<file path="src/hw/rtl/eisr_pkg.sv">
package eisr_pkg;

   localparam int unsigned LETTER_W = 8;
   localparam int unsigned ACTION_W = 3;
   localparam int unsigned STRIP_W  = 2;
   localparam int unsigned SUFFIX_W = 4;
   localparam int unsigned COUNT_W  = 3;
   localparam int unsigned TAIL_DEPTH = 4;

   typedef logic [LETTER_W-1:0] letter_type;
   typedef logic [COUNT_W-1:0]  count_type;

   localparam count_type COUNT_MAX = count_type'(5);

   typedef enum logic [ACTION_W-1:0] {
      ACT_PLURAL      = 3'd0,
      ACT_PAST        = 3'd1,
      ACT_THIRD       = 3'd2,
      ACT_GERUND      = 3'd3,
      ACT_COMPARATIVE = 3'd4,
      ACT_SUPERLATIVE = 3'd5
   } action_type;

   typedef enum logic [SUFFIX_W-1:0] {
      SFX_S    = 4'd0,
      SFX_ES   = 4'd1,
      SFX_IES  = 4'd2,
      SFX_ED   = 4'd3,
      SFX_D    = 4'd4,
      SFX_IED  = 4'd5,
      SFX_ING  = 4'd6,
      SFX_YING = 4'd7,
      SFX_ER   = 4'd8,
      SFX_R    = 4'd9,
      SFX_IER  = 4'd10,
      SFX_EST  = 4'd11,
      SFX_ST   = 4'd12,
      SFX_IEST = 4'd13
   } suffix_type;

endpackage

</file>
<file path="src/hw/rtl/eisr_if.sv">
interface eisr_req_if;
   logic                                valid;
   logic                                ready;
   logic [eisr_pkg::LETTER_W-1:0]       letter;
   logic [eisr_pkg::ACTION_W-1:0]       action;
   logic                                last;

   modport source (output valid, letter, action, last, input ready);
   modport sink   (input valid, letter, action, last, output ready);
endinterface

interface eisr_rsp_if;
   logic                                valid;
   logic                                ready;
   logic [eisr_pkg::STRIP_W-1:0]        strip_count;
   logic                                double_final;
   logic [eisr_pkg::LETTER_W-1:0]       doubled_letter;
   logic [eisr_pkg::SUFFIX_W-1:0]       suffix_code;
   logic                                no_form;

   modport source (output valid, strip_count, double_final, doubled_letter, suffix_code,
                   no_form, input ready);
   modport sink   (input valid, strip_count, double_final, doubled_letter, suffix_code,
                   no_form, output ready);
endinterface

</file>
<file path="src/hw/rtl/english_inflection_suffix_rules.sv">
// Regular English inflection: edit descriptor per lemma.
//
// req_chan takes one lowercase lemma letter per transaction; last marks the
// final letter and action (read on that letter only) picks the form wanted.
// rsp_chan gives one edit descriptor per lemma: letters to strip, whether to
// double the final letter, the suffix code and the more/most flag. Lemmas
// ending with an unused action code produce no response.
//
// Throughput: one letter per cycle while req_chan.ready is high. The final
// letter is captured in the input stage register, then rule logic writes the
// descriptor into the output register that drives rsp_chan. Letters without
// last only update the tail shift register and length counter, no response.
//
// When rsp_chan stalls, the output register holds its descriptor and the
// input stage can still hold one more; req_chan.ready drops only when both
// are full. Reset (synchronous) clears the tail letters, the length count
// and both stage valid flags.
module english_inflection_suffix_rules (
   input logic          clock,
   input logic          reset,
   eisr_req_if.sink     req_chan,
   eisr_rsp_if.source   rsp_chan
);

   eisr_pkg::letter_type tail_ff [eisr_pkg::TAIL_DEPTH];
   eisr_pkg::letter_type tail_in [eisr_pkg::TAIL_DEPTH];
   eisr_pkg::count_type  count_ff, count_in;

   // input stage: post-shift snapshot of the lemma tail
   eisr_pkg::letter_type s1_tail_ff [eisr_pkg::TAIL_DEPTH];
   eisr_pkg::count_type  s1_count_ff;
   eisr_pkg::action_type s1_action_ff;
   logic                 s1_valid_ff, s1_valid_in;

   // output register
   logic                          rsp_valid_ff, rsp_valid_in;
   logic [eisr_pkg::STRIP_W-1:0]  strip_ff, strip_in;
   logic                          dbl_ff, dbl_in;
   eisr_pkg::letter_type          dletter_ff;
   eisr_pkg::suffix_type          code_ff, code_in;
   logic                          noform_ff, noform_in;

   logic req_fire, out_free, action_ok;
   eisr_pkg::count_type count_inc;

   function automatic logic vowel_letter(eisr_pkg::letter_type c);
      return c == "a" || c == "e" || c == "i" || c == "o" || c == "u";
   endfunction

   assign out_free = !rsp_valid_ff || rsp_chan.ready;
   assign req_chan.ready = !s1_valid_ff || out_free;
   assign req_fire = req_chan.valid && req_chan.ready;

   always_comb begin
      case (req_chan.action)
         eisr_pkg::ACT_PLURAL, eisr_pkg::ACT_PAST, eisr_pkg::ACT_THIRD,
         eisr_pkg::ACT_GERUND, eisr_pkg::ACT_COMPARATIVE,
         eisr_pkg::ACT_SUPERLATIVE: action_ok = 1'b1;
         default:                   action_ok = 1'b0;
      endcase
   end

   assign count_inc = (count_ff < eisr_pkg::COUNT_MAX) ? count_ff + 1'b1 : count_ff;

   always_comb begin
      tail_in[0] = req_chan.letter;
      for (int i = 1; i < eisr_pkg::TAIL_DEPTH; i++) begin
         tail_in[i] = tail_ff[i-1];
      end
   end

   always_ff @(posedge clock) begin
      if (reset) begin
         for (int i = 0; i < eisr_pkg::TAIL_DEPTH; i++) begin
            tail_ff[i] <= '0;
         end
         count_ff <= '0;
      end else if (req_fire) begin
         // lemma ends: back to the reset state
         for (int i = 0; i < eisr_pkg::TAIL_DEPTH; i++) begin
            tail_ff[i] <= req_chan.last ? '0 : tail_in[i];
         end
         count_ff <= req_chan.last ? '0 : count_in;
      end
   end

   assign count_in = count_inc;

   always_comb begin
      if (req_fire) begin
         s1_valid_in = req_chan.last && action_ok;
      end else if (out_free) begin
         s1_valid_in = 1'b0;
      end else begin
         s1_valid_in = s1_valid_ff;
      end
   end

   always_ff @(posedge clock) begin
      if (reset) begin
         s1_valid_ff <= 1'b0;
      end else begin
         s1_valid_ff <= s1_valid_in;
      end
   end

   always_ff @(posedge clock) begin
      if (req_fire) begin
         for (int i = 0; i < eisr_pkg::TAIL_DEPTH; i++) begin
            s1_tail_ff[i] <= tail_in[i];
         end
         s1_count_ff  <= count_inc;
         s1_action_ff <= eisr_pkg::action_type'(req_chan.action);
      end
   end

   // ---- rule logic on the input stage ----
   eisr_pkg::letter_type t0, t1, t2, t3;
   logic ge1, ge2, ge3, ge4;
   logic end_s, end_sh, end_ch, end_x, end_z, end_o, end_e, end_ie, end_ee;
   logic cvc, cons_y, more_most;

   assign t0 = s1_tail_ff[0];
   assign t1 = s1_tail_ff[1];
   assign t2 = s1_tail_ff[2];
   assign t3 = s1_tail_ff[3];
   assign ge1 = s1_count_ff >= eisr_pkg::count_type'(1);
   assign ge2 = s1_count_ff >= eisr_pkg::count_type'(2);
   assign ge3 = s1_count_ff >= eisr_pkg::count_type'(3);
   assign ge4 = s1_count_ff >= eisr_pkg::count_type'(4);

   assign end_s  = ge1 && t0 == "s";
   assign end_x  = ge1 && t0 == "x";
   assign end_z  = ge1 && t0 == "z";
   assign end_o  = ge1 && t0 == "o";
   assign end_e  = ge1 && t0 == "e";
   assign end_sh = ge2 && t1 == "s" && t0 == "h";
   assign end_ch = ge2 && t1 == "c" && t0 == "h";
   assign end_ie = ge2 && t1 == "i" && t0 == "e";
   assign end_ee = ge2 && t1 == "e" && t0 == "e";

   assign cvc = (s1_count_ff == eisr_pkg::count_type'(3) ||
                 s1_count_ff == eisr_pkg::count_type'(4)) &&
                !(t1 == "e" && (t0 == "n" || t0 == "r" || t0 == "l")) &&
                !vowel_letter(t2) && vowel_letter(t1) && !vowel_letter(t0) &&
                t0 != "w" && t0 != "x" && t0 != "y";

   assign cons_y = ge2 && t0 == "y" && !vowel_letter(t1);

   // suffixes that take more/most
   assign more_most =
      (ge2 && ((t1 == "e" && t0 == "d") || (t1 == "a" && t0 == "l") ||
               (t1 == "i" && t0 == "c"))) ||
      (ge3 && ((t2 == "f" && t1 == "u" && t0 == "l") ||
               (t2 == "o" && t1 == "u" && t0 == "s") ||
               (t2 == "i" && t1 == "v" && t0 == "e") ||
               (t2 == "i" && t1 == "n" && t0 == "g") ||
               (t2 == "i" && t1 == "s" && t0 == "h") ||
               (t2 == "e" && t1 == "n" && t0 == "t") ||
               (t2 == "a" && t1 == "n" && t0 == "t") ||
               (t2 == "a" && t1 == "r" && t0 == "y") ||
               (t2 == "o" && t1 == "r" && t0 == "y"))) ||
      (ge4 && ((t3 == "l" && t2 == "e" && t1 == "s" && t0 == "s") ||
               (t3 == "a" && t2 == "b" && t1 == "l" && t0 == "e") ||
               (t3 == "i" && t2 == "b" && t1 == "l" && t0 == "e")));

   always_comb begin
      strip_in  = '0;
      dbl_in    = 1'b0;
      code_in   = eisr_pkg::SFX_S;
      noform_in = 1'b0;
      case (s1_action_ff)
         eisr_pkg::ACT_PLURAL, eisr_pkg::ACT_THIRD: begin
            if (end_s || end_sh || end_ch || end_x || end_z ||
                (s1_action_ff == eisr_pkg::ACT_THIRD && end_o)) begin
               code_in = eisr_pkg::SFX_ES;
            end else if (cons_y) begin
               strip_in = 2'd1;
               code_in  = eisr_pkg::SFX_IES;
            end
         end
         eisr_pkg::ACT_PAST: begin
            code_in = eisr_pkg::SFX_ED;
            if (cons_y) begin
               strip_in = 2'd1;
               code_in  = eisr_pkg::SFX_IED;
            end else if (end_e) begin
               code_in = eisr_pkg::SFX_D;
            end else if (cvc) begin
               dbl_in = 1'b1;
            end
         end
         eisr_pkg::ACT_GERUND: begin
            code_in = eisr_pkg::SFX_ING;
            if (end_ie) begin
               strip_in = 2'd2;
               code_in  = eisr_pkg::SFX_YING;
            end else if (ge2 && t0 == "e" && !end_ee) begin
               strip_in = 2'd1;
            end else if (cvc) begin
               dbl_in = 1'b1;
            end
         end
         default: begin
            if (more_most) begin
               noform_in = 1'b1;
            end else begin
               code_in = (s1_action_ff == eisr_pkg::ACT_COMPARATIVE) ?
                         eisr_pkg::SFX_ER : eisr_pkg::SFX_EST;
               if (cons_y) begin
                  strip_in = 2'd1;
                  code_in  = (s1_action_ff == eisr_pkg::ACT_COMPARATIVE) ?
                             eisr_pkg::SFX_IER : eisr_pkg::SFX_IEST;
               end else if (end_e) begin
                  code_in = (s1_action_ff == eisr_pkg::ACT_COMPARATIVE) ?
                            eisr_pkg::SFX_R : eisr_pkg::SFX_ST;
               end else if (cvc) begin
                  dbl_in = 1'b1;
               end
            end
         end
      endcase
   end

   assign rsp_valid_in = out_free ? s1_valid_ff : rsp_valid_ff;

   always_ff @(posedge clock) begin
      if (reset) begin
         rsp_valid_ff <= 1'b0;
      end else begin
         rsp_valid_ff <= rsp_valid_in;
      end
   end

   always_ff @(posedge clock) begin
      if (out_free && s1_valid_ff) begin
         strip_ff   <= strip_in;
         dbl_ff     <= dbl_in;
         dletter_ff <= t0;
         code_ff    <= code_in;
         noform_ff  <= noform_in;
      end
   end

   assign rsp_chan.valid          = rsp_valid_ff;
   assign rsp_chan.strip_count    = strip_ff;
   assign rsp_chan.double_final   = dbl_ff;
   assign rsp_chan.doubled_letter = dletter_ff;
   assign rsp_chan.suffix_code    = code_ff;
   assign rsp_chan.no_form        = noform_ff;

endmodule
</file>
<file path="src/flat_wrapper.sv">
// flat-port wrapper written by rule: the top's interface ports become plain ports
module english_inflection_suffix_rules_flat 
  (clock, reset, req_chan_valid, req_chan_letter, req_chan_action, req_chan_last, req_chan_ready, rsp_chan_valid, rsp_chan_strip_count, rsp_chan_double_final, rsp_chan_doubled_letter, rsp_chan_suffix_code, rsp_chan_no_form, rsp_chan_ready);
  eisr_req_if req_chan_i ();
  eisr_rsp_if rsp_chan_i ();
  input logic clock;
  input logic reset;
  input wire logic [$bits(req_chan_i.valid)-1:0] req_chan_valid;
  input wire logic [$bits(req_chan_i.letter)-1:0] req_chan_letter;
  input wire logic [$bits(req_chan_i.action)-1:0] req_chan_action;
  input wire logic [$bits(req_chan_i.last)-1:0] req_chan_last;
  output wire logic [$bits(req_chan_i.ready)-1:0] req_chan_ready;
  output wire logic [$bits(rsp_chan_i.valid)-1:0] rsp_chan_valid;
  output wire logic [$bits(rsp_chan_i.strip_count)-1:0] rsp_chan_strip_count;
  output wire logic [$bits(rsp_chan_i.double_final)-1:0] rsp_chan_double_final;
  output wire logic [$bits(rsp_chan_i.doubled_letter)-1:0] rsp_chan_doubled_letter;
  output wire logic [$bits(rsp_chan_i.suffix_code)-1:0] rsp_chan_suffix_code;
  output wire logic [$bits(rsp_chan_i.no_form)-1:0] rsp_chan_no_form;
  input wire logic [$bits(rsp_chan_i.ready)-1:0] rsp_chan_ready;
  assign req_chan_i.valid = req_chan_valid;
  assign req_chan_i.letter = req_chan_letter;
  assign req_chan_i.action = req_chan_action;
  assign req_chan_i.last = req_chan_last;
  assign req_chan_ready = req_chan_i.ready;
  assign rsp_chan_valid = rsp_chan_i.valid;
  assign rsp_chan_strip_count = rsp_chan_i.strip_count;
  assign rsp_chan_double_final = rsp_chan_i.double_final;
  assign rsp_chan_doubled_letter = rsp_chan_i.doubled_letter;
  assign rsp_chan_suffix_code = rsp_chan_i.suffix_code;
  assign rsp_chan_no_form = rsp_chan_i.no_form;
  assign rsp_chan_i.ready = rsp_chan_ready;
  english_inflection_suffix_rules u_core (.clock(clock), .reset(reset), .req_chan(req_chan_i), .rsp_chan(rsp_chan_i));
endmodule
</file>
<file path="config.mk">
export PLATFORM = sky130hd
export DESIGN_NAME = english_inflection_suffix_rules_flat
export DESIGN_NICKNAME = d
export VERILOG_FILES = /design/src/hw/rtl/eisr_pkg.sv /design/src/hw/rtl/eisr_if.sv /design/src/hw/rtl/english_inflection_suffix_rules.sv /design/src/flat_wrapper.sv
export SDC_FILE = /design/constraint.sdc
export NUM_CORES = 1
export LEC_CHECK = 0
export ABC_AREA = 1
export BUFFER_PORTS_ARGS = -buffer_cell sky130_fd_sc_hd__buf_2
export CAP_MARGIN = 20
export CORE_MARGIN = 1.5
export CORE_UTILIZATION = 30
export CTS_BUF_LIST = sky130_fd_sc_hd__clkbuf_8
export DETAILED_ROUTE_END_ITERATION = 10
export GPL_TIMING_DRIVEN = 0
export PLACE_DENSITY = 0.47
export SETUP_SLACK_MARGIN = 0.1
export SLEW_MARGIN = 10
export SYNTH_ARGS = -nofsm -noshare
export SYNTH_HDL_FRONTEND = slang
export SYNTH_SLANG_ARGS = --single-unit
</file>
<file path="constraint.sdc">
create_clock -name clock -period 2.75 [get_ports clock]
set_input_delay 0.4125 -clock clock [delete_from_list [all_inputs] [get_ports clock]]
set_output_delay 0.4125 -clock clock [all_outputs]
set_load 0.005 [all_outputs]
</file>
# [After elaboration in Yosys (flattened, before gate mapping)]
# Memories as Yosys holds them, arrays and structs flattened.
# Cells that the tools add are included.
[word_totals] register_bits=27 mem_bits_rw=64 in_bits=16 output_inout_bits=18 wordCells=230 mem_count=2
[memory_table] name="u_core.s1_tail_ff" depth=4 word_bits=8 read_ports=4 rd_clocked_by_memory_dff=0 wr=4 line="english_inflection_suffix_rules.sv:30" source="eisr_pkg::letter_type s1_tail_ff [eisr_pkg::TAIL_DEPTH];"
[memory_table] name="u_core.tail_ff" depth=4 word_bits=8 read_ports=3 rd_clocked_by_memory_dff=0 wr=4 line="english_inflection_suffix_rules.sv:25" source="eisr_pkg::letter_type tail_ff [eisr_pkg::TAIL_DEPTH];"
[classes] add_sub_neg=1 n_lt_le_gt_ge=5 n_eq_ne=52 n_mux=45 bitwise=4 n_reduce_logical=111
[ops] op="8-bit by 7-bit equality test with 1-bit output (second input constant)" count=38
[ops] op="8-bit 2-to-1 mux" count=8
[ops] op="1-bit logical AND" count=62
[ops] op="1-bit logical OR" count=36
[ops] op="8-bit by 7-bit inequality test with 1-bit output (second input constant)" count=3
[ops] op="4-bit 2-to-1 mux" count=5
[ops] op="1-bit 2-to-1 mux" count=19
[ops] op="3-bit by 2-bit equality test with 1-bit output (second input constant)" count=5
[ops] op="3-bit 2-to-1 mux" count=5
[ops] op="3-bit equality test (second input constant)" count=4
[ops] op="4-bit one-hot mux with 3 select lines" count=1
[ops] op="2-bit 2-to-1 mux" count=5
[ops] op="1-bit logical NOT" count=7
[ops] op="3-bit by 1-bit equality test with 1-bit output (second input constant)" count=2
[ops] op="3-bit by 2-bit >= comparator with 1-bit output (second input constant)" count=2
[ops] op="3-bit logical NOT" count=2
[ops] op="2-bit one-hot mux with 3 select lines" count=1
[ops] op="6-bit OR reduction" count=1
[ops] op="1-bit bitwise OR" count=4
[ops] op="4-bit OR reduction" count=1
[ops] op="3-bit by 1-bit adder with 3-bit output (second input constant)" count=1
[ops] op="3-bit by 1-bit >= comparator with 1-bit output (second input constant)" count=1
[ops] op="3-bit >= comparator (second input constant)" count=1
[ops] op="3-bit < comparator (second input constant)" count=1
[ops] op="other kinds (3)" count=3

# [Depth between registers and ports, before layout]
# An unclocked memory read counts as a cell.
[logic_depth] ltp_word=18 depth_mapped=13 ltp_nobuf=13

# [Least setup slack after synthesis]
# Ideal clock, no wire load.
[synth_timing] path_kind="input to register" from="input rsp_chan_ready" to="memory u_core.tail_ff[0][0] in the netlist's numbering (enable)" setup_time_ns=0.364 t_arrival_ns=1.980 required_time_ns=2.386 path_slack_ns=0.406 stages=5 n_path_buf=0 path_cell_list="inv_1 nand3_1 nand2_1 inv_1 or2_2"
[synth_lines] item="from (decl)" line="flat_wrapper.sv:19" source="input wire logic [$bits(rsp_chan_i.ready)-1:0] rsp_chan_ready;"
[synth_lines] item="to (decl)" line="english_inflection_suffix_rules.sv:25"

==> results.toml <==
[run_status]
status = "completed"

[synth]
avgSynthCellArea_sq_um = 9.41
synth_warnings = 0
syn-num-nets = 438
netlist_area_sq_um = 3940
netlist_instances = 419
synth_seq_cells = 83
yosysUniqueCellTypes = 27
seq_area_frac_synth_pct = 62.0

[worst_setup_path]
path_class = "flop to flop"
slowest_stage = "edfxtp_1"
worstPathCellList = "inv_1 -> nand2_2 -> nor2_1 -> nand2_1 -> nor2_2 -> inv_2 -> ha_1 -> inv_1 -> nand2_1 -> nand2_1 -> nand4_1 -> nand2_1"
path_max_fanout = 5
cpMostUsedCell = "nand2_1"
endpoint_kind = "flop"
cp-start-kind = "flop"
critPathMaxStageDelay_ps = 480
path_buf_inv = 3
cp.arrival_ps = 2140
worstPathRequired_ps = 2850
cp_top_family = "simple AND/OR/NAND/NOR gates"

[routing]
drc_errors = 0
via_count = 2806
wirelength_um = 8300
drt-initial-drc-count = 162
wl_per_cell_um = 13.0
via_per_inst = 4.38
drt.antenna.violating_nets = 0
first_pass_iters = 5

[run]
cap_violations = 0

[clock_tree]
post_cts_buffers = 0
cts_resized = 0
clock_latency_ps = 350
cts_hold_buffers = 0
cts_buffer_depth = 2
cts.sink_count = 83
cts_tree = "yes"
clkTransAtPathRegs_ps = 100
root_buffer = "clkbuf_8"
cts_buffers = 9
h-tree-depth = 3

[grt]
grt_usage_pct = 13.0
antenna_found_initial = 0
grt_pass1_wl_um = 14200
gr-total-overflow = 0
grt_max_degree = 40
grt_pass1_vias = 2857

[timing]
finalHoldViolCount = 0
setup_viol = 0
finalSetupTns_ps = 0
fin_crit_ps = 2040
fin_crit_sh_pct = 74.3
tightest_slew_ps = 626
skew_ps = 13.8
slew_headroom_pct = 58.3
holdWs_ps = 234
slew_viol_final = 0
rsz0062_at_grt = "no"
fmax_ghz = 0.490

[die]
ios = 34
core_area_sq_um = 12700
row_count = 41
die_y_um = 118
initial_utilization_pct = 31.0
die_w_um = 118
die-area_sq_um = 13800

[layout]
layout_common_cells = "nand2_1 (90), edfxtp_1 (78), nor2_1 (77)"
n_fill_cell = 1352
drive_gt1_share_pct = 16.8
n_antenna_cell = 0
nets = 484
final_common_cell = "nand2_1"
area_delta_synth_final_pct = 15.4

[power]
powerDensity_nw_per_um2 = 556
p_leak_nw = 1.95
vdd_ir_drop_max_uv = 189

[min_path]
hp-class = "input pin to flop"

[placement]
place_congestion = 0.826
io_buffers = 33
dp_hpwl_um = 6220
-- sequential cells by signal, summed over array words and instances (netlist names), 2 cells and up --
register	count
u_core.s1_count_ff	3
u_core.s1_tail_ff	32
u_core.s1_action_ff	3
u_core.tail_ff	24
u_core.rsp_chan.strip_count	2
u_core.count_ff	3
u_core.rsp_chan.doubled_letter	8
u_core.rsp_chan.suffix_code	4
-- cells by family after synthesis --
family          after synthesis  synth area share [%]
flops                        83                  62.0
compound gates               20                  3.24
simple gates                230                  25.8
buf+inv                      83                  8.00
fa+ha+maj                     3                 0.952
-- worst register-to-register path: stages (launching register included) --
cell      delay, ps
edfxtp_1        480
inv_1           140
nand2_2          70
nor2_1          160
nand2_1         160
nor2_2          180
inv_2            60
ha_1            270
inv_1            40
nand2_1          50
nand2_1          50
nand4_1          80
nand2_1          60
-- area by class of cell --
class	count	area, sq um	area share, %
Clock inverter	6	66.3	1.46
Multi-Input combinational cell	253	1190	26.1
Inverter	80	300	6.60
Sequential cell	83	2440	53.7
Tap cell	172	215	4.73
Buffer	3	15.0	0.330
Timing Repair Buffer	35	196	4.32
Clock buffer	9	124	2.72
-- synthesized netlist by cell type --
library cell / n / share of area (%)
o211ai_4: 1 / 0.54
nand3_2: 1 / 0.25
o31ai_1: 1 / 0.19
nor2_1: 77 / 7.3
inv_1: 75 / 7.1
nand3b_1: 3 / 0.57
edfxtp_1: 78 / 59
dfxtp_1: 5 / 2.5
nand3_4: 1 / 0.44
a21oi_1: 6 / 0.76
a21oi_2: 1 / 0.22
nor3_2: 1 / 0.25
inv_2: 5 / 0.48
o21ai_0: 8 / 1.0
nand4_1: 11 / 1.7
nand3_1: 24 / 3.0
o22ai_1: 1 / 0.16
a31oi_1: 1 / 0.16
nor2_4: 3 / 0.86
nor2_2: 3 / 0.48
nand2_1: 90 / 8.6
o211ai_1: 1 / 0.19
ha_1: 3 / 0.95
nand2_2: 5 / 0.79
nor3_1: 8 / 1.0
or2_2: 3 / 0.48
buf_2: 3 / 0.38
-- power breakdown --
part	internal, mW	switching, mW
clock	0.416	0.458
combinational	0.0511	0.113
sequential	1.45	0.0378
-- per-layer routing --
metal,GRT usage [%],up-vias,wire [um]
met5,0,-,0
li1,-,1438,-
met3,2.76,8,193
met4,5.26,0,120
met1,16.4,1321,3970
met2,21.8,39,4020
-- worst paths after layout --
check | startpoint | endpoint | slack [ps] | cells past startpoint
min | req_chan_action[0] | u_core.s1_action_ff[0] | 230 | 1
max reg2reg | u_core.s1_tail_ff[0][3] | u_core.rsp_chan.suffix_code[0] | 710 | 12
max | u_core.s1_tail_ff[0][3] | u_core.rsp_chan.suffix_code[0] | 710 | 12
min reg2reg | u_core.tail_ff[0][17] | u_core.s1_tail_ff[3][1] | 420 | 0
-- stage by stage --
stage | area [sq um] | std cells | setup slack (ps) | total power [mW] | utilization (%)
after global routing | 4550 | 641 | 523 | 2.65 | 35.7
after CTS | 4550 | 641 | 680 | 2.57 | 35.7
after floorplan | 3940 | 419 | 406 | 1.61 | -
after detailed placement | 4360 | 626 | 649 | 1.69 | 34.2
final | 4550 | 641 | 707 | 2.53 | 35.7
after global placement | 4320 | 624 | -357 | 1.68 | 34.0
(Power assumes the default switching activity.)
